<file path="config.mk">
export PLATFORM = sky130hd
export DESIGN_NAME = meter_date_list_parse_and_match
export DESIGN_NICKNAME = d
export VERILOG_FILES = /design/src/hw/rtl/mdlpm_pkg.sv /design/src/hw/rtl/meter_date_list_parse_and_match.sv /design/src/hw/rtl/mdlpm_ram.sv /design/src/hw/rtl/mdlpm_parser.sv
export SDC_FILE = /design/constraint.sdc
export NUM_CORES = 2
export LEC_CHECK = 0
export BUFFER_PORTS_ARGS = -buffer_cell sky130_fd_sc_hd__buf_2
export CORE_AREA = 2 2 570 431
export CTS_CLUSTER_DIAMETER = 150
export DETAILED_ROUTE_END_ITERATION = 10
export DIE_AREA = 0 0 572 433
export PLACE_DENSITY = 0.66
export SYNTH_ARGS = -nofsm -noshare
export SYNTH_HDL_FRONTEND = slang
export SYNTH_HIERARCHICAL = 1
export SYNTH_SLANG_ARGS = --single-unit
</file>
<file path="constraint.sdc">
create_clock -name clk -period 6.1 [get_ports clk]
set_input_delay 0.305 -clock clk [delete_from_list [all_inputs] [get_ports clk]]
set_output_delay 0.305 -clock clk [all_outputs]
set_load 0.03 [all_outputs]
</file>
<file path="src/hw/rtl/mdlpm_pkg.sv">
`timescale 1ns / 1ps

package mdlpm_pkg;

    // Table sizing and load limits.
    localparam int TABLE_DEPTH   = 128;
    localparam int DAY_RECORDS   = 128;
    localparam int MONTH_RECORDS = 36;

    // Load limits are clamped to the table depth and to what an 8-bit position can report.
    localparam int DAY_LIMIT_T   = (DAY_RECORDS < TABLE_DEPTH) ? DAY_RECORDS : TABLE_DEPTH;
    localparam int DAY_LIMIT     = (DAY_LIMIT_T < 255) ? DAY_LIMIT_T : 255;
    localparam int MONTH_LIMIT_T = (MONTH_RECORDS < TABLE_DEPTH) ? MONTH_RECORDS : TABLE_DEPTH;
    localparam int MONTH_LIMIT   = (MONTH_LIMIT_T < 255) ? MONTH_LIMIT_T : 255;

    localparam int ADDR_W = $clog2(TABLE_DEPTH);
    localparam int CNT_W  = $clog2(TABLE_DEPTH + 1);
    localparam int FLD_W  = 8;
    localparam int POS_W  = 8;
    localparam int DATE_W = 3 * FLD_W;

    // Operation codes carried in tuser.
    localparam logic [1:0] OP_BEGIN  = 2'd0;
    localparam logic [1:0] OP_BYTE   = 2'd1;
    localparam logic [1:0] OP_LOOKUP = 2'd2;

    // Characters of the reply, after masking to 7 bits.
    localparam logic [6:0] CH_MASK  = 7'h7F;
    localparam logic [6:0] CH_CR    = 7'h0D;
    localparam logic [6:0] CH_OPEN  = 7'h28;
    localparam logic [6:0] CH_CLOSE = 7'h29;
    localparam logic [6:0] CH_DOT   = 7'h2E;
    localparam logic [6:0] CH_ZERO  = 7'h30;
    localparam logic [6:0] CH_NINE  = 7'h39;

    typedef struct packed {
        logic [FLD_W-1:0] day;
        logic [FLD_W-1:0] month;
        logic [FLD_W-1:0] year;
    } date_t;

    // Table write request from the parser.
    typedef struct packed {
        logic              en;
        logic [ADDR_W-1:0] addr;
        date_t             data;
    } wr_req_t;

    typedef enum logic [1:0] {
        PH_OUT,
        PH_DAY,
        PH_MONTH,
        PH_YEAR
    } phase_t;

    typedef enum logic [1:0] {
        ST_IDLE,
        ST_SCAN,
        ST_RESULT
    } state_t;

endpackage

</file>
<file path="src/hw/rtl/meter_date_list_parse_and_match.sv">
`timescale 1ns / 1ps

// Date-list parser and date matcher for a meter reply.
// Input beats arrive on the s_axis group: tuser carries the operation (begin, reply
// byte, lookup) and tdata carries the reply byte and the query date. Begin and byte
// beats produce no output beat. A lookup beat produces one output beat on m_axis
// carrying the 1-based position of the first matching stored date, or 0 when none
// matches. A lookup walks the stored table through one compare unit fed by the
// table RAM's registered read port, one entry per cycle. The block accepts no new
// beat from a lookup's acceptance until its result beat is taken, so a stall on
// m_axis_tready simply holds the result and keeps s_axis_tready low.
// month_mode is written through cfg_wr_en / cfg_wr_data; the user must do so only
// while the block is idle, as the block itself does not enforce it.
// Reset clears the record count, the parser state and month_mode; the table needs
// no clearing since only entries below the record count are ever read.
module meter_date_list_parse_and_match (
    input  logic        clk,
    input  logic        rst_n,
    input  logic        cfg_wr_en,
    input  logic        cfg_wr_data,   // month_mode
    input  logic        s_axis_tvalid,
    output logic        s_axis_tready,
    input  logic [31:0] s_axis_tdata,  // reply_byte, query_day, query_month, query_year
    input  logic [1:0]  s_axis_tuser,  // operation
    output logic        m_axis_tvalid,
    input  logic        m_axis_tready,
    output logic [7:0]  m_axis_tdata   // match_position
);

    import mdlpm_pkg::*;

    state_t           state_reg, state_next;
    logic             mode_reg;
    logic [CNT_W-1:0] rd_idx_reg, rd_idx_next;
    logic             pend_reg, pend_next;
    logic [CNT_W-1:0] pend_idx_reg, pend_idx_next;
    date_t            query_reg, query_next;
    logic [POS_W-1:0] pos_reg, pos_next;

    logic             in_fire;
    logic             out_fire;
    logic             begin_load;
    logic             byte_valid;
    logic             lookup_start;
    logic             rd_issue;
    logic             hit;
    logic             scan_done;
    wr_req_t          wr;
    logic [CNT_W-1:0] record_count;
    date_t            rd_data;

    assign in_fire      = s_axis_tvalid && s_axis_tready;
    assign out_fire     = m_axis_tvalid && m_axis_tready;
    assign begin_load   = in_fire && (s_axis_tuser == OP_BEGIN);
    assign byte_valid   = in_fire && (s_axis_tuser == OP_BYTE);
    assign lookup_start = in_fire && (s_axis_tuser == OP_LOOKUP);

    mdlpm_parser u_parser (
        .clk          (clk),
        .rst_n        (rst_n),
        .begin_load   (begin_load),
        .byte_valid   (byte_valid),
        .byte_in      (s_axis_tdata[7:0]),
        .month_mode   (mode_reg),
        .wr           (wr),
        .record_count (record_count)
    );

    mdlpm_ram #(
        .WIDTH (DATE_W),
        .DEPTH (TABLE_DEPTH)
    ) u_table (
        .clk     (clk),
        .wr_en   (wr.en),
        .wr_addr (wr.addr),
        .wr_data (wr.data),
        .rd_en   (rd_issue),
        .rd_addr (rd_idx_reg[ADDR_W-1:0]),
        .rd_data (rd_data)
    );

    // Shared compare unit: checks the entry read in the previous cycle.
    assign rd_issue  = (state_reg == ST_SCAN) && (rd_idx_reg < record_count);
    assign hit       = (state_reg == ST_SCAN) && pend_reg
                     && (rd_data.month == query_reg.month)
                     && (rd_data.year == query_reg.year)
                     && (mode_reg || (rd_data.day == query_reg.day));
    assign scan_done = (state_reg == ST_SCAN) && !pend_reg && !rd_issue;

    // Next state.
    always_comb
    begin
        state_next = state_reg;
        case (state_reg)
            ST_IDLE:
            begin
                if (lookup_start)
                begin
                    state_next = ST_SCAN;
                end
            end
            ST_SCAN:
            begin
                if (hit || scan_done)
                begin
                    state_next = ST_RESULT;
                end
            end
            ST_RESULT:
            begin
                if (out_fire)
                begin
                    state_next = ST_IDLE;
                end
            end
            default:
            begin
                state_next = ST_IDLE;
            end
        endcase
    end

    // Handshake outputs.
    always_comb
    begin
        s_axis_tready = 1'b0;
        m_axis_tvalid = 1'b0;
        case (state_reg)
            ST_IDLE:   s_axis_tready = 1'b1;
            ST_RESULT: m_axis_tvalid = 1'b1;
            default:
            begin
                s_axis_tready = 1'b0;
                m_axis_tvalid = 1'b0;
            end
        endcase
    end

    assign m_axis_tdata = pos_reg;

    // Scan pointer, pending compare and result.
    always_comb
    begin
        rd_idx_next   = rd_idx_reg;
        pend_next     = pend_reg;
        pend_idx_next = pend_idx_reg;
        query_next    = query_reg;
        pos_next      = pos_reg;

        if (lookup_start)
        begin
            rd_idx_next      = '0;
            pend_next        = 1'b0;
            query_next.day   = s_axis_tdata[15:8];
            query_next.month = s_axis_tdata[23:16];
            query_next.year  = s_axis_tdata[31:24];
        end
        else if (state_reg == ST_SCAN)
        begin
            pend_next     = rd_issue;
            pend_idx_next = rd_idx_reg;
            if (rd_issue)
            begin
                rd_idx_next = rd_idx_reg + CNT_W'(1);
            end
            if (hit)
            begin
                pos_next  = POS_W'(pend_idx_reg + CNT_W'(1));
                pend_next = 1'b0;
            end
            else if (scan_done)
            begin
                pos_next = '0;
            end
        end
    end

    always_ff @(posedge clk or negedge rst_n)
    begin
        if (!rst_n)
        begin
            state_reg  <= ST_IDLE;
            mode_reg   <= 1'b0;
            rd_idx_reg <= '0;
            pend_reg   <= 1'b0;
        end
        else
        begin
            state_reg  <= state_next;
            rd_idx_reg <= rd_idx_next;
            pend_reg   <= pend_next;
            if (cfg_wr_en)
            begin
                mode_reg <= cfg_wr_data;
            end
        end
    end

    // Payload registers.
    always_ff @(posedge clk)
    begin
        pend_idx_reg <= pend_idx_next;
        query_reg    <= query_next;
        pos_reg      <= pos_next;
    end

endmodule

</file>
<file path="src/hw/rtl/mdlpm_ram.sv">
`timescale 1ns / 1ps

module mdlpm_ram #(
    parameter int WIDTH = 8,
    parameter int DEPTH = 64
) (
    input  logic                     clk,
    input  logic                     wr_en,
    input  logic [$clog2(DEPTH)-1:0] wr_addr,
    input  logic [WIDTH-1:0]         wr_data,
    input  logic                     rd_en,
    input  logic [$clog2(DEPTH)-1:0] rd_addr,
    output logic [WIDTH-1:0]         rd_data
);

    logic [WIDTH-1:0] mem [DEPTH];

    // One write port and one registered read port.
    always_ff @(posedge clk)
    begin
        if (wr_en)
        begin
            mem[wr_addr] <= wr_data;
        end
        if (rd_en)
        begin
            rd_data <= mem[rd_addr];
        end
    end

endmodule

</file>
<file path="src/hw/rtl/mdlpm_parser.sv">
`timescale 1ns / 1ps

module mdlpm_parser (
    input  logic                  clk,
    input  logic                  rst_n,
    input  logic                  begin_load,
    input  logic                  byte_valid,
    input  logic [7:0]            byte_in,
    input  logic                  month_mode,
    output mdlpm_pkg::wr_req_t    wr,
    output logic [mdlpm_pkg::CNT_W-1:0] record_count
);

    import mdlpm_pkg::*;

    logic [CNT_W-1:0] count_reg, count_next;
    logic             loading_reg, loading_next;
    logic             skip_reg, skip_next;
    phase_t           phase_reg, phase_next;
    logic [FLD_W-1:0] acc_reg, acc_next;
    date_t            rec_reg, rec_next;

    logic [6:0]       ch;
    logic [6:0]       end_ch;
    logic [3:0]       digit_val;
    logic [FLD_W-1:0] acc_mac;
    logic [CNT_W-1:0] limit;

    assign ch        = byte_in[6:0] & CH_MASK;
    assign end_ch    = (phase_reg == PH_YEAR) ? CH_CLOSE : CH_DOT;
    assign digit_val = 4'(ch - CH_ZERO);
    assign limit     = month_mode ? CNT_W'(MONTH_LIMIT) : CNT_W'(DAY_LIMIT);

    // Decimal accumulate: acc * 10 + digit, kept modulo 256.
    assign acc_mac = {acc_reg[FLD_W-4:0], 3'b000} + {acc_reg[FLD_W-2:0], 1'b0}
                   + {{(FLD_W-4){1'b0}}, digit_val};

    assign record_count = count_reg;

    // Byte parser.
    always_comb
    begin
        count_next   = count_reg;
        loading_next = loading_reg;
        skip_next    = skip_reg;
        phase_next   = phase_reg;
        acc_next     = acc_reg;
        rec_next     = rec_reg;
        wr.en        = 1'b0;
        wr.addr      = count_reg[ADDR_W-1:0];
        wr.data      = rec_reg;

        if (begin_load)
        begin
            count_next   = '0;
            loading_next = 1'b1;
            skip_next    = 1'b1;
            phase_next   = PH_OUT;
            acc_next     = '0;
            rec_next     = '0;
        end
        else if (byte_valid && loading_reg)
        begin
            if (skip_reg)
            begin
                skip_next = 1'b0;
            end
            else
            begin
                case (phase_reg)
                    PH_OUT:
                    begin
                        if (ch == CH_CR)
                        begin
                            if (count_reg < limit)
                            begin
                                wr.en      = 1'b1;
                                count_next = count_reg + CNT_W'(1);
                            end
                            rec_next = '0;
                            if (count_next >= limit)
                            begin
                                loading_next = 1'b0;
                            end
                        end
                        else if (ch == CH_OPEN)
                        begin
                            acc_next = '0;
                            if (month_mode)
                            begin
                                rec_next.day = '0;
                                phase_next   = PH_MONTH;
                            end
                            else
                            begin
                                phase_next = PH_DAY;
                            end
                        end
                    end
                    default:
                    begin
                        if (ch == end_ch)
                        begin
                            case (phase_reg)
                                PH_DAY:
                                begin
                                    rec_next.day = acc_reg;
                                    phase_next   = PH_MONTH;
                                end
                                PH_MONTH:
                                begin
                                    rec_next.month = acc_reg;
                                    phase_next     = PH_YEAR;
                                end
                                default:
                                begin
                                    rec_next.year = acc_reg;
                                    phase_next    = PH_OUT;
                                end
                            endcase
                            acc_next = '0;
                        end
                        else if (ch inside {[CH_ZERO:CH_NINE]})
                        begin
                            acc_next = acc_mac;
                        end
                    end
                endcase
            end
        end
    end

    always_ff @(posedge clk or negedge rst_n)
    begin
        if (!rst_n)
        begin
            count_reg   <= '0;
            loading_reg <= 1'b0;
            skip_reg    <= 1'b0;
            phase_reg   <= PH_OUT;
            acc_reg     <= '0;
            rec_reg     <= '0;
        end
        else
        begin
            count_reg   <= count_next;
            loading_reg <= loading_next;
            skip_reg    <= skip_next;
            phase_reg   <= phase_next;
            acc_reg     <= acc_next;
            rec_reg     <= rec_next;
        end
    end

endmodule

</file>
==> metrics.md <==
| Metric | Value |
|---|---|
| Outcome | `finished clean` |
| Core box area | `0.242 mm²` |
| R2r startpoint | `state_reg[0]` |
| Unique cell type count in the Yosys netlist | `74` |
| DRT iter0 DRCs | `8227` |
| Slew HR | `16.0%` |
| GP Congestion | `0.847` |
| Synth top area share | `76.7%` |
| Mapped cell area | `0.123 mm²` |
| H-tree depth | `5` |
| Remaining Overflow, GRT | `0` |
| Power Internal | `0.0371 W` |
| Flop2flop setup slack | `0.83 ns` |
| Synth Flop Type | `edfxtp_1` |
| Reg2Reg Depth | `9` |
| Hold crit path type | `in2reg` |
| Initial core utilization | `50.7%` |
| Storage element area | `0.0957 mm²` |
| Largest register by flop count | `u_table/mem` |
| Max Used Layer | `met5` |
| Area contributors post-synth | `edfxtp_1 77%, mux4_2 18%, dfrtp_1 1.1%` |
| First-pass DRT Iterations | `7` |
| Crit end category | `flop` |
| DR WL met3 | `32400 µm` |
| Fraction of layout cells with a size suffix above 1 | `33.6%` |
| Utilization after layout | `56.9%` |
| Worst clock skew | `0.0388 ns` |
| FF+latch count, synth | `3192` |
| Pin count of the biggest net entering global routing | `98` |
| Die height | `433 µm` |
| Clk slew on worst S/H paths | `0.07 ns` |
| Top cell by count, worst path | `nor3b_1` |
| Slowest cell delay on critical path | `1.29 ns` |
| Die Wd | `572 µm` |
| Layout area overhead | `12.2%` |
| Worst Tran Pin Value | `1.26 ns` |
| First-pass GRT wire length | `418000 µm` |
| Critical hold path startpoint | `s_axis_tdata[4]` |
| Final Max Tran Viols | `0` |
| Worst path cell trace | `nor2_1 -> nand2_1 -> nor3b_1 -> nor3b_1 -> and4_1 -> nand3_1 -> inv_1 -> nand4_1 -> nor2_4` |
| Critical Path AT | `5.69 ns` |
| Clock Latency Late Sink | `0.84 ns` |
| Pwr Density | `355 mW/mm²` |
| RSZ-0062 raised after global routing | `false` |
| Comb power frac | `13.6%` |
| PostCTS Resize Cnt | `0` |
| Fin. Hold Viols | `0` |
| M1 wire length | `123000 µm` |
| Hold Path Stages | `4` |
| Peak VDD IR | `244 µV` |
| Drt wl/cell | `34.0 µm` |
| Post-synth EDFFs | `3136` |
| Clk root buf | `clkbuf_16` |
| Routed length on met2 | `134000 µm` |
| Final setup vio count | `0` |
| Sw power | `0.0118 W` |
| Die area | `0.248 mm²` |
| Routed Antenna Nets | `0` |
| Critical path's slowest cell | `nor2_4` |
| Post-layout minimum cycle time | `5.27 ns` |
| # rows | `157` |
| Clk sinks | `3192` |
| Initial antenna violation count | `36` |
| GRT Util Overall | `24.1%` |
| Mapped Nets | `5034` |
| Setup TNS | `0 ns` |
| Max Cap Viol | `0` |
| Finished Cell Area | `0.138 mm²` |
| CTS tree | `yes` |
| I/O pins | `50` |
| Critical-path maximum fanout | `24` |
| DRC | `0` |
| R2r endpoint | `u_table/mem[96][18]` |
| Fillers | `17200` |
| Max Clock Freq | `0.190 GHz` |
| Post-DP HPWL | `166000 µm` |
| Mapped Cells | `4963` |
| WS Path Type | `reg2reg` |
| FFs w/ async S/R, synth | `1.75%` |
| Sw Ratio | `24.1%` |
| Flop pwr share | `49.9%` |
| Vias per inst | `6.46` |
| Hold Crit Endpoint | `u_parser/acc_reg[2]` |
| Pleak | `39.8 nW` |
| Mean Syn Cell Area | `24.8 µm²` |
| Max FFs per register | `3072` |
| Clk network pwr share | `36.5%` |
| Vias | `56200` |
| Final layout net count | `5295` |
| Vias in the first global route | `55300` |
| Input/output buffers | `48` |
| Final Cycle Share | `86.5%` |
| Max Root-Sink Buffers | `4` |
| Required @ worst endpoint | `6.52 ns` |
| CTS Buf Count | `296` |
| WL final | `296000 µm` |
| Multi-input gate area in the final layout | `0.0270 mm²` |
| Sequential element share of the synthesized area | `77.8%` |
| Yosys warns | `6` |
| Top cell type by total area after synthesis | `edfxtp_1` |
| Setup crit start kind | `flop` |
| Placed Area | `0.128 mm²` |
[cells in the mapped netlist, drive strengths merged (3+ instances only)]
master,instances
dfrtp,56
mux2,49
o211ai,3
nor4b,3
or4,3
edfxtp,3136
mux2i,4
nor4,6
and2b,8
or3,4
a211oi,4
xor2,32
nand4b,3
xnor2,15
o21ai,10
ha,29
mux4,1008
nand4,7
a22o,8
clkbuf,155
nor3,14
o41ai,4
buf,99
inv,23
nor2b,9
nor2,143
a21o,5
and3,6
nand3,23
and2,10
a21oi,12
nand2,37
nand2b,3
[area by class of cell]
class / count / share of cell area, %
clock inverters: 150 / 0.897
repair buffers: 217 / 1.39
clock buffers: 367 / 5.73
well taps: 3259 / 2.96
inverters: 23 / 0.0626
diodes: 4 / 0.00726
multi-input cells: 1494 / 19.6
flip-flops and latches: 3192 / 69.4
[power by group through the flow]
stage               sequential (W)  combinational, W  clock (W)
floorplan                   0.0247           0.00485          0
global placement            0.0248           0.00673          0
detailed placement          0.0249           0.00674          0
CTS                         0.0244           0.00678     0.0181
global route                0.0244           0.00710     0.0189
finish                      0.0244           0.00667     0.0178
[cell usage in the layout (no fill, tap or decap), types with 19 or more instances in the layout]
cell type,synthesis,layout
buf_12,0,26
buf_2,61,48
buf_4,8,108
bufinv_16,0,21
clkbuf_1,154,59
clkbuf_16,0,305
clkinv_1,0,76
clkinv_2,0,35
dfrtp_1,56,25
dfrtp_4,0,29
dlygate4sd3_1,0,35
edfxtp_1,3136,3136
ha_1,29,29
inv_1,20,20
mux2_2,49,49
mux4_2,1008,1008
nand2_1,37,36
nand3_1,23,19
nor2_2,8,31
nor2_4,0,96
xor2_1,32,32
[metrics by stage]
stage / hold WS [ns] / total power, W / instances / setup slack [ns]
floorplan: 0.00941 / 0.0295 / 4963 / 1.54
global placement: 0.482 / 0.0316 / 8150 / 0.939
detailed placement: 0.483 / 0.0316 / 8150 / 0.938
CTS: 0.0310 / 0.0493 / 8702 / 0.873
global route: 0.0759 / 0.0504 / 8702 / 0.664
finish: 0.0836 / 0.0489 / 8706 / 0.826
[critical path, delay by kind of cell (launching register included)]
family	cells	cell delay, ns
flip-flops	1	0.41
buffers and inverters	1	0.45
AND/OR/NAND/NOR	8	3.95
[metal layers]
layer  vias up  GRT usage (%)
met2      2971           35.6
li1      22000              -
met1     30800           37.4
met4         4           5.14
met3       386           5.19
met5         -              0
[logic make-up (layout without fill, tap and decap cells)]
| kind of cell | Yosys count | in the layout | synth area share (%) |
|---|---|---|---|
| xor+xnor | 47 | 47 | 0.335 |
| compound gates | 64 | 64 | 0.436 |
| other cells | 0 | 4 | 0 |
| mux | 1061 | 1061 | 19.0 |
| flops | 3192 | 3192 | 77.8 |
| buf+inv | 277 | 757 | 0.953 |
| fa+ha+maj | 31 | 31 | 0.328 |
| simple gates | 291 | 291 | 1.19 |
[what timing repair did]
| item | 4_1_cts | 5_1_grt |
|---|---|---|
| hold buffers | 35 | 0 |
| hold endpoints to repair | 91 | 0 |
| setup buffers | 0 | 0 |
[worst max-delay path by stage]
stage,slack (ns),cells past startpoint,start,endpoint
detailed placement,0.94,9,state_reg[0],u_table/mem[96][17]
global route,0.66,9,state_reg[0],u_table/mem[96][18]
global placement,0.94,9,state_reg[0],u_table/mem[96][17]
finish,0.83,9,state_reg[0],u_table/mem[96][18]
floorplan,1.54,10,state_reg[0],u_table/mem[98][0]
CTS,0.87,9,state_reg[0],u_table/mem[96][18]
Power figures use the tool's default switching activity.
